## src/rtl/core/fba_pkg.sv

```systemverilog
`timescale 1ns / 1ps

package fba_pkg;

    // Bitmap geometry
    localparam int BITMAP_WORDS = 1024;
    localparam int WORD_BITS    = 32;
    localparam int BIT_IDX_W    = $clog2(WORD_BITS);
    // Frontier index must also hold BITMAP_WORDS itself (bitmap exhausted)
    localparam int HINT_W       = $clog2(BITMAP_WORDS + 1);
    localparam int FRAME_NUM_W  = HINT_W + BIT_IDX_W;

    // Field widths
    localparam int CFG_W        = 11;
    localparam int FRAME_W      = 15;
    localparam int STATUS_W     = 2;
    localparam int LIM_W        = (CFG_W > HINT_W) ? CFG_W : HINT_W;

    localparam logic [WORD_BITS-1:0] FULL_WORD = {WORD_BITS{1'b1}};
    localparam logic [CFG_W-1:0]     WORDS_RESET = CFG_W'(1024);

    // Result status codes
    localparam logic [STATUS_W-1:0] ST_ALLOC  = 2'd0;
    localparam logic [STATUS_W-1:0] ST_MAPPED = 2'd1;
    localparam logic [STATUS_W-1:0] ST_NOFREE = 2'd2;

    // Sequencer to frontier: mark one bit of the frontier word as used
    typedef struct packed {
        logic                 set;
        logic [BIT_IDX_W-1:0] bit_idx;
    } t_mark_cmd;

    // Frontier view: every word below hint is full, every word above is empty
    typedef struct packed {
        logic [HINT_W-1:0]    hint;
        logic [WORD_BITS-1:0] cur_word;
    } t_frontier;

endpackage

```

## src/rtl/core/fba_bit_scan.sv

```systemverilog
`timescale 1ns / 1ps

// Shift-and-test unit: walks a word one bit per cycle looking for a zero.
module fba_bit_scan import fba_pkg::*; (
    input  logic                 i_clk,
    input  logic                 i_rst_n,
    input  logic                 i_load,
    input  logic [WORD_BITS-1:0] i_word,
    output logic                 o_hit,
    output logic [BIT_IDX_W-1:0] o_index
);

    logic [WORD_BITS-1:0] r_shift;
    logic [WORD_BITS-1:0] n_shift;
    logic [BIT_IDX_W-1:0] r_idx;
    logic [BIT_IDX_W-1:0] n_idx;

    assign o_hit   = ~r_shift[0];
    assign o_index = r_idx;

    always_comb begin
        n_shift = r_shift;
        n_idx   = r_idx;
        if (i_load) begin
            n_shift = i_word;
            n_idx   = '0;
        end else if (!o_hit) begin
            // fill with ones so nothing past the top reads as free
            n_shift = {1'b1, r_shift[WORD_BITS-1:1]};
            n_idx   = r_idx + 1'b1;
        end
    end

    always_ff @(posedge i_clk) begin
        if (!i_rst_n) begin
            r_shift <= FULL_WORD;
            r_idx   <= '0;
        end else begin
            r_shift <= n_shift;
            r_idx   <= n_idx;
        end
    end

endmodule

```

## src/rtl/core/fba_frontier.sv

```systemverilog
`timescale 1ns / 1ps

// Allocation frontier. Frames are only ever set, in first-fit order, so the
// bitmap is words [0, hint) full, word hint partly used, the rest clear.
module fba_frontier import fba_pkg::*; (
    input  logic      i_clk,
    input  logic      i_rst_n,
    input  t_mark_cmd i_mark,
    output t_frontier o_front
);

    logic [HINT_W-1:0]    r_hint;
    logic [HINT_W-1:0]    n_hint;
    logic [WORD_BITS-1:0] r_cur_word;
    logic [WORD_BITS-1:0] n_cur_word;
    logic [WORD_BITS-1:0] w_marked;

    assign w_marked = r_cur_word | (WORD_BITS'(1) << i_mark.bit_idx);

    always_comb begin
        n_hint     = r_hint;
        n_cur_word = r_cur_word;
        if (i_mark.set) begin
            if (w_marked == FULL_WORD) begin
                // advance to the next word, which has never been touched
                n_hint     = r_hint + 1'b1;
                n_cur_word = '0;
            end else begin
                n_cur_word = w_marked;
            end
        end
    end

    always_ff @(posedge i_clk) begin
        if (!i_rst_n) begin
            r_hint     <= '0;
            r_cur_word <= '0;
        end else begin
            r_hint     <= n_hint;
            r_cur_word <= n_cur_word;
        end
    end

    assign o_front.hint     = r_hint;
    assign o_front.cur_word = r_cur_word;

endmodule

```

## src/rtl/core/frame_bitmap_allocator.sv

```systemverilog
`timescale 1ns / 1ps

// Already-mapped and no-free-frame results strobe in the cycle after start is taken.
// Allocation strobes once the shift-and-test unit, testing one bit per cycle,
// reaches the lowest clear bit (position 0..31) of the frontier word. busy stays
// high until the strobe, so no request is taken during a scan; requests that need
// no allocation can be taken one per cycle. The receiver cannot stall.
// Reset (sync, active low): every frame free, words_in_use = 1024, no sweep.
module frame_bitmap_allocator import fba_pkg::*; (
    input  logic                i_clk,
    input  logic                i_rst_n,
    // command side
    input  logic                start,
    output logic                busy,
    input  logic [FRAME_W-1:0]  i_existing_frame,
    input  logic                i_kernel_page,
    input  logic                i_read_only,
    // configuration
    input  logic                i_cfg_we,
    input  logic [CFG_W-1:0]    i_cfg_wdata,
    // result side
    output logic                o_result_valid,
    output logic [STATUS_W-1:0] o_status,
    output logic                o_present,
    output logic                o_writable,
    output logic                o_user,
    output logic [FRAME_W-1:0]  o_frame
);

    localparam logic S_IDLE = 1'b0;
    localparam logic S_SCAN = 1'b1;

    logic r_state;
    logic n_state;

    // configuration register
    logic [CFG_W-1:0] r_words_in_use;

    // flags of the transaction in flight
    logic r_kernel;
    logic r_ronly;

    // result register
    logic                r_res_valid;
    logic                n_res_valid;
    logic [STATUS_W-1:0] r_status;
    logic [STATUS_W-1:0] n_status;
    logic                r_present;
    logic                n_present;
    logic                r_writable;
    logic                n_writable;
    logic                r_user;
    logic                n_user;
    logic [FRAME_W-1:0]  r_frame;
    logic [FRAME_W-1:0]  n_frame;

    logic                   w_accept;
    logic                   w_scan_load;
    logic                   w_scan_hit;
    logic [BIT_IDX_W-1:0]   w_scan_idx;
    logic [LIM_W-1:0]       w_limit;
    logic                   w_has_free;
    logic [FRAME_NUM_W-1:0] w_frame_num;
    t_mark_cmd              w_mark;
    t_frontier              w_front;

    assign w_accept = start && !busy;
    assign busy     = (r_state == S_SCAN);

    // Saturate the scan length to the bitmap size; words below the frontier
    // are full, so a free frame exists only while the frontier is in range.
    assign w_limit    = (LIM_W'(r_words_in_use) > LIM_W'(BITMAP_WORDS)) ?
                        LIM_W'(BITMAP_WORDS) : LIM_W'(r_words_in_use);
    assign w_has_free = LIM_W'(w_front.hint) < w_limit;

    assign w_frame_num = {w_front.hint, w_scan_idx};

    assign w_scan_load    = w_accept && (i_existing_frame == '0) && w_has_free;
    assign w_mark.set     = (r_state == S_SCAN) && w_scan_hit;
    assign w_mark.bit_idx = w_scan_idx;

    fba_bit_scan u_scan (
        .i_clk   (i_clk),
        .i_rst_n (i_rst_n),
        .i_load  (w_scan_load),
        .i_word  (w_front.cur_word),
        .o_hit   (w_scan_hit),
        .o_index (w_scan_idx)
    );

    fba_frontier u_front (
        .i_clk   (i_clk),
        .i_rst_n (i_rst_n),
        .i_mark  (w_mark),
        .o_front (w_front)
    );

    // Sequencer: answer mapped / no-free at once, otherwise scan the
    // frontier word and claim its lowest clear bit.
    always_comb begin
        n_state     = r_state;
        n_res_valid = 1'b0;
        n_status    = r_status;
        n_present   = r_present;
        n_writable  = r_writable;
        n_user      = r_user;
        n_frame     = r_frame;
        case (r_state)
            S_IDLE: begin
                if (w_accept) begin
                    if (i_existing_frame != '0) begin
                        // leave the entry as is, echo its frame
                        n_res_valid = 1'b1;
                        n_status    = ST_MAPPED;
                        n_present   = 1'b0;
                        n_writable  = 1'b0;
                        n_user      = 1'b0;
                        n_frame     = i_existing_frame;
                    end else if (!w_has_free) begin
                        n_res_valid = 1'b1;
                        n_status    = ST_NOFREE;
                        n_present   = 1'b0;
                        n_writable  = 1'b0;
                        n_user      = 1'b0;
                        n_frame     = '0;
                    end else begin
                        n_state = S_SCAN;
                    end
                end
            end
            S_SCAN: begin
                if (w_scan_hit) begin
                    n_res_valid = 1'b1;
                    n_status    = ST_ALLOC;
                    n_present   = 1'b1;
                    n_writable  = ~r_ronly;
                    n_user      = ~r_kernel;
                    n_frame     = FRAME_W'(w_frame_num);
                    n_state     = S_IDLE;
                end
            end
            default: begin
                n_state = S_IDLE;
            end
        endcase
    end

    always_ff @(posedge i_clk) begin
        if (!i_rst_n) begin
            r_state        <= S_IDLE;
            r_res_valid    <= 1'b0;
            r_words_in_use <= WORDS_RESET;
        end else begin
            r_state     <= n_state;
            r_res_valid <= n_res_valid;
            if (i_cfg_we) begin
                r_words_in_use <= i_cfg_wdata;
            end
        end
    end

    // payload registers: no reset needed
    always_ff @(posedge i_clk) begin
        r_status   <= n_status;
        r_present  <= n_present;
        r_writable <= n_writable;
        r_user     <= n_user;
        r_frame    <= n_frame;
        if (w_accept) begin
            r_kernel <= i_kernel_page;
            r_ronly  <= i_read_only;
        end
    end

    assign o_result_valid = r_res_valid;
    assign o_status       = r_status;
    assign o_present      = r_present;
    assign o_writable     = r_writable;
    assign o_user         = r_user;
    assign o_frame        = r_frame;

    // Every accepted transaction either scans or answers on the next cycle.
    a_accept_progress: assert property (@(posedge i_clk) disable iff (!i_rst_n)
        w_accept |=> (busy || o_result_valid))
        else $error("accepted transaction neither scanning nor answered");

    // The frontier word is never full, so the scan cannot run past the top bit.
    a_scan_in_word: assert property (@(posedge i_clk) disable iff (!i_rst_n)
        (r_state == S_SCAN) |-> (w_scan_hit || (w_scan_idx != {BIT_IDX_W{1'b1}})))
        else $error("bit scan ran past the frontier word");

    // The frontier holds while a scan is still searching.
    a_front_stable: assert property (@(posedge i_clk) disable iff (!i_rst_n)
        (r_state == S_SCAN && !w_scan_hit) |=> $stable(w_front.hint)
        && $stable(w_front.cur_word))
        else $error("frontier moved during a scan");

    // An allocation result always carries the present bit.
    a_alloc_present: assert property (@(posedge i_clk) disable iff (!i_rst_n)
        (o_result_valid && o_status == ST_ALLOC) |-> o_present)
        else $error("allocated entry without present bit");

endmodule

```

## config.mk

```make
export PLATFORM = sky130hd
export DESIGN_NAME = frame_bitmap_allocator
export DESIGN_NICKNAME = d
export VERILOG_FILES = /design/src/rtl/core/fba_pkg.sv /design/src/rtl/core/fba_bit_scan.sv /design/src/rtl/core/fba_frontier.sv /design/src/rtl/core/frame_bitmap_allocator.sv
export SDC_FILE = /design/constraint.sdc
export NUM_CORES = 1
export LEC_CHECK = 0
export BUFFER_PORTS_ARGS = -buffer_cell sky130_fd_sc_hd__clkbuf_2
export CORE_MARGIN = 5
export CORE_UTILIZATION = 55
export CTS_BUF_LIST = sky130_fd_sc_hd__clkbuf_2 sky130_fd_sc_hd__clkbuf_4 sky130_fd_sc_hd__clkbuf_8
export CTS_CLUSTER_DIAMETER = 120
export DETAILED_ROUTE_END_ITERATION = 10
export GPL_TIMING_DRIVEN = 0
export PLACE_DENSITY = 0.77
export SETUP_SLACK_MARGIN = 0.3
export SYNTH_ARGS = -nofsm -noshare
export SYNTH_HDL_FRONTEND = slang
export SYNTH_SLANG_ARGS = --single-unit
```

## constraint.sdc

```tcl
create_clock -name i_clk -period 6.8 [get_ports i_clk]
set_input_delay 1.02 -clock i_clk [delete_from_list [all_inputs] [get_ports i_clk]]
set_output_delay 1.02 -clock i_clk [all_outputs]
set_load 0.02 [all_outputs]
```

==> out/qor.yml <==
logic_synthesis:
  netlist_area_sq_um: 5510
  synth.distinct_cells: 48
  synth_fp_nets: 610
  synthAdderAreaFrac: 0.0386
  yosys.area_share.simple: 0.189
  ys.flop_type: "dfxtp_1"
  synth_top_family_by_area: "simple AND/OR/NAND/NOR gates"
  muxShareOfSynthArea: 0.135
  yosysSeqAreaShare: 0.458
  synth_seq_cells: 115
  ys_warn_count: 0
  synth_edf_count: 22
  netlist_top_cells_area: "dfxtp_1 (34%), edfxtp_1 (12%), mux2i_1 (9.4%)"
  synth_xor_xnor_area_share: 0.00477
  synth_top_cell_area_share: 0.338
  avgSynthCellArea_sq_um: 9.82
  synth-compound-area-share: 0.124
  yosysTopAreaCell: "dfxtp_1"
  synthCells: 561
  synth-async-reset-ratio: 0
timing:
  hold_violations: 0
  setup_tns_ns: 0
  finalMaxSlewViolations: 0
  min_period_over_period: 0.491
  setup_viol: 0
  whs_ns: 0.499
  worstMarginPinSlew_ns: 0.985
  rsz0062_at_grt: "false"
  fmax_mhz: 300
  slew_headroom: 0.339
  fin_skew_ns: 0.00765
  fin_crit_ns: 3.34
cts:
  numCtsBuffers: 17
  clkSinkCount: 115
  cts_buffer_depth: 2
  cts_setup_buffers: 0
  root_buffer: "clkbuf_8"
  cts_tree: "yes"
  clk_pin_slew_ns: 0.07
  insertion_delay_ns: 0.44
  cts_hold_buf: 0
  ctsResizeCount: 0
  htreeDepth: 4
floorplan:
  initial_core_util: 0.564
  fp.dieH_microns: 110
  die_x_microns: 110
  core_sq_um: 9770
  num_io_pins: 54
  die_area_sq_um: 12100
  rows: 36
worst_setup_path:
  path_class: "reg2reg"
  reg2reg_from: "r_words_in_use[10]"
  cp-startpoint: "r_words_in_use[10]"
  critPathRequiredTime_ns: 6.78
  cp.arrival_ns: 3.32
  cp-start-kind: "register"
  worstSetupEndpointType: "register"
  critPathMaxFanout: 20
layout:
  layout_commonest_cell: "dfxtp_1"
  area_delta_synth_final_pct: 15.7
  final_nets: 682
  finalCoreUtilization: 0.652
  final_cell_mix: "dfxtp_1 (93), clkbuf_2 (53), mux2i_1 (52)"
  finalInstanceArea_sq_um: 6370
  antennaDiodeCount: 0
  drive_gt1_frac: 0.198
  nFillCells: 813
grt:
  grtUsageTotal: 0.254
  grt_overflow: 0
  antenna_found_initial: 0
  grt_pass1_wl_mm: 23.2
  grt_pass1_vias: 4538
  grt_max_degree: 21
drt:
  first_pass_iters: 5
  drc: 0
  dr_total_vias: 4716
  drtIter0Drc: 331
  viasPerCell: 6.05
  wl_per_cell_microns: 18.9
  wl_mm: 14.8
  ant_nets: 0
worst_hold_path:
  hold_path_class: "reg2reg"
  hold_start: "r_words_in_use[7]"
placement:
  place_area_sq_um: 5940
  dpl.hpwl_mm: 10.7
  gp_congestion: 0.961
  io_buffer_count: 53
power:
  peakVddDrop_uv: 145
  power_density_nw_per_um2: 236
  p_leak_nw: 2.71
status:
  status: "completed"
run:
  maxCapViolCount: 0
[cells by family after synthesis]
family / Yosys count
buffers and inverters: 54
multiplexers: 72
AND/OR/NAND/NOR: 195
XOR/XNOR: 3
flip-flops: 115
adder cells (fa/ha/maj): 17
AO/OA/AOI/OAI: 105
[sequential cells by signal, summed over array words and instances, names as in the netlist]
signal,count
o_user,1
u_front.r_hint,11
r_words_in_use,11
u_scan.r_shift,32
o_result_valid,1
r_kernel,1
r_ronly,1
o_writable,1
u_scan.o_index,5
u_front.r_cur_word,32
o_frame,15
busy,1
o_status,2
o_present,1
[synthesized netlist by cell type (4+ instances only)]
master    number
inv_1          9
buf_4          5
buf_6          7
buf_2          5
mux2i_1       52
nor2_1        51
a21oi_1       28
a32oi_1        7
o21ai_0        4
edfxtp_1      22
nand2b_1      10
mux2_2        20
nand2_1       32
nor2b_1        9
nor3_1         8
nand3_1       11
and3_1         8
buf_1          4
a31oi_1       42
nand4_1       10
and4_1         4
clkbuf_1      23
nor4_1        36
o211ai_1       6
nor3b_1        6
dfxtp_1       93
ha_1          17
[power by group]
part	leakage (nW)	switching, mW	total (mW)	internal [mW]
logic	1.52	0.0628	0.0955	0.0327
registers	0.968	0.00697	0.714	0.707
clock network	0.218	0.289	0.695	0.407
[worst max-delay path, cell delays in order (launching register included)]
cell      delay, ns
dfxtp_1        0.31
inv_1          0.06
clkbuf_1       0.33
nand2_1        0.11
ha_1           0.30
a21o_1         0.18
a221oi_1       0.36
a21oi_1        0.28
o21ai_0        0.35
nand2_1        0.59
[per-stage QoR]
step / std cells / total power [mW] / setup WS, ns
finish: 779 / 1.50 / 3.46
global route: 779 / 1.55 / 3.28
CTS: 779 / 1.51 / 3.52
detailed placement: 747 / 0.823 / 3.56
global placement: 747 / 0.820 / 3.52
floorplan: 561 / 0.788 / 4.22
[final cells by class]
cell class	count	area [sq um]	share of cell area
repair buffers	53	265	0.0416
inverters	10	37.5	0.00589
multi-input cells	392	2710	0.425
clock inverters	14	186	0.0292
well taps	133	166	0.0261
plain buffers	44	243	0.0381
clock buffers	18	248	0.0389
flip-flops and latches	115	2520	0.396
[metal layers]
metal,up-vias,track usage,share of wire
met2,197,0.394,0.45
met1,2246,0.338,0.45
met3,29,0.0629,0.071
li1,2244,-,-
met4,0,0.107,0.022
met5,-,0,0
[final timing paths]
check,slack (ns),depth (start not counted),endpoint
worst max-delay path,3.46,9,o_frame[9]
worst min register to register,0.50,2,r_words_in_use[7]
worst max register to register,3.46,9,o_frame[9]
worst min-delay path,0.50,2,r_words_in_use[7]
(Power assumes the default switching activity.)
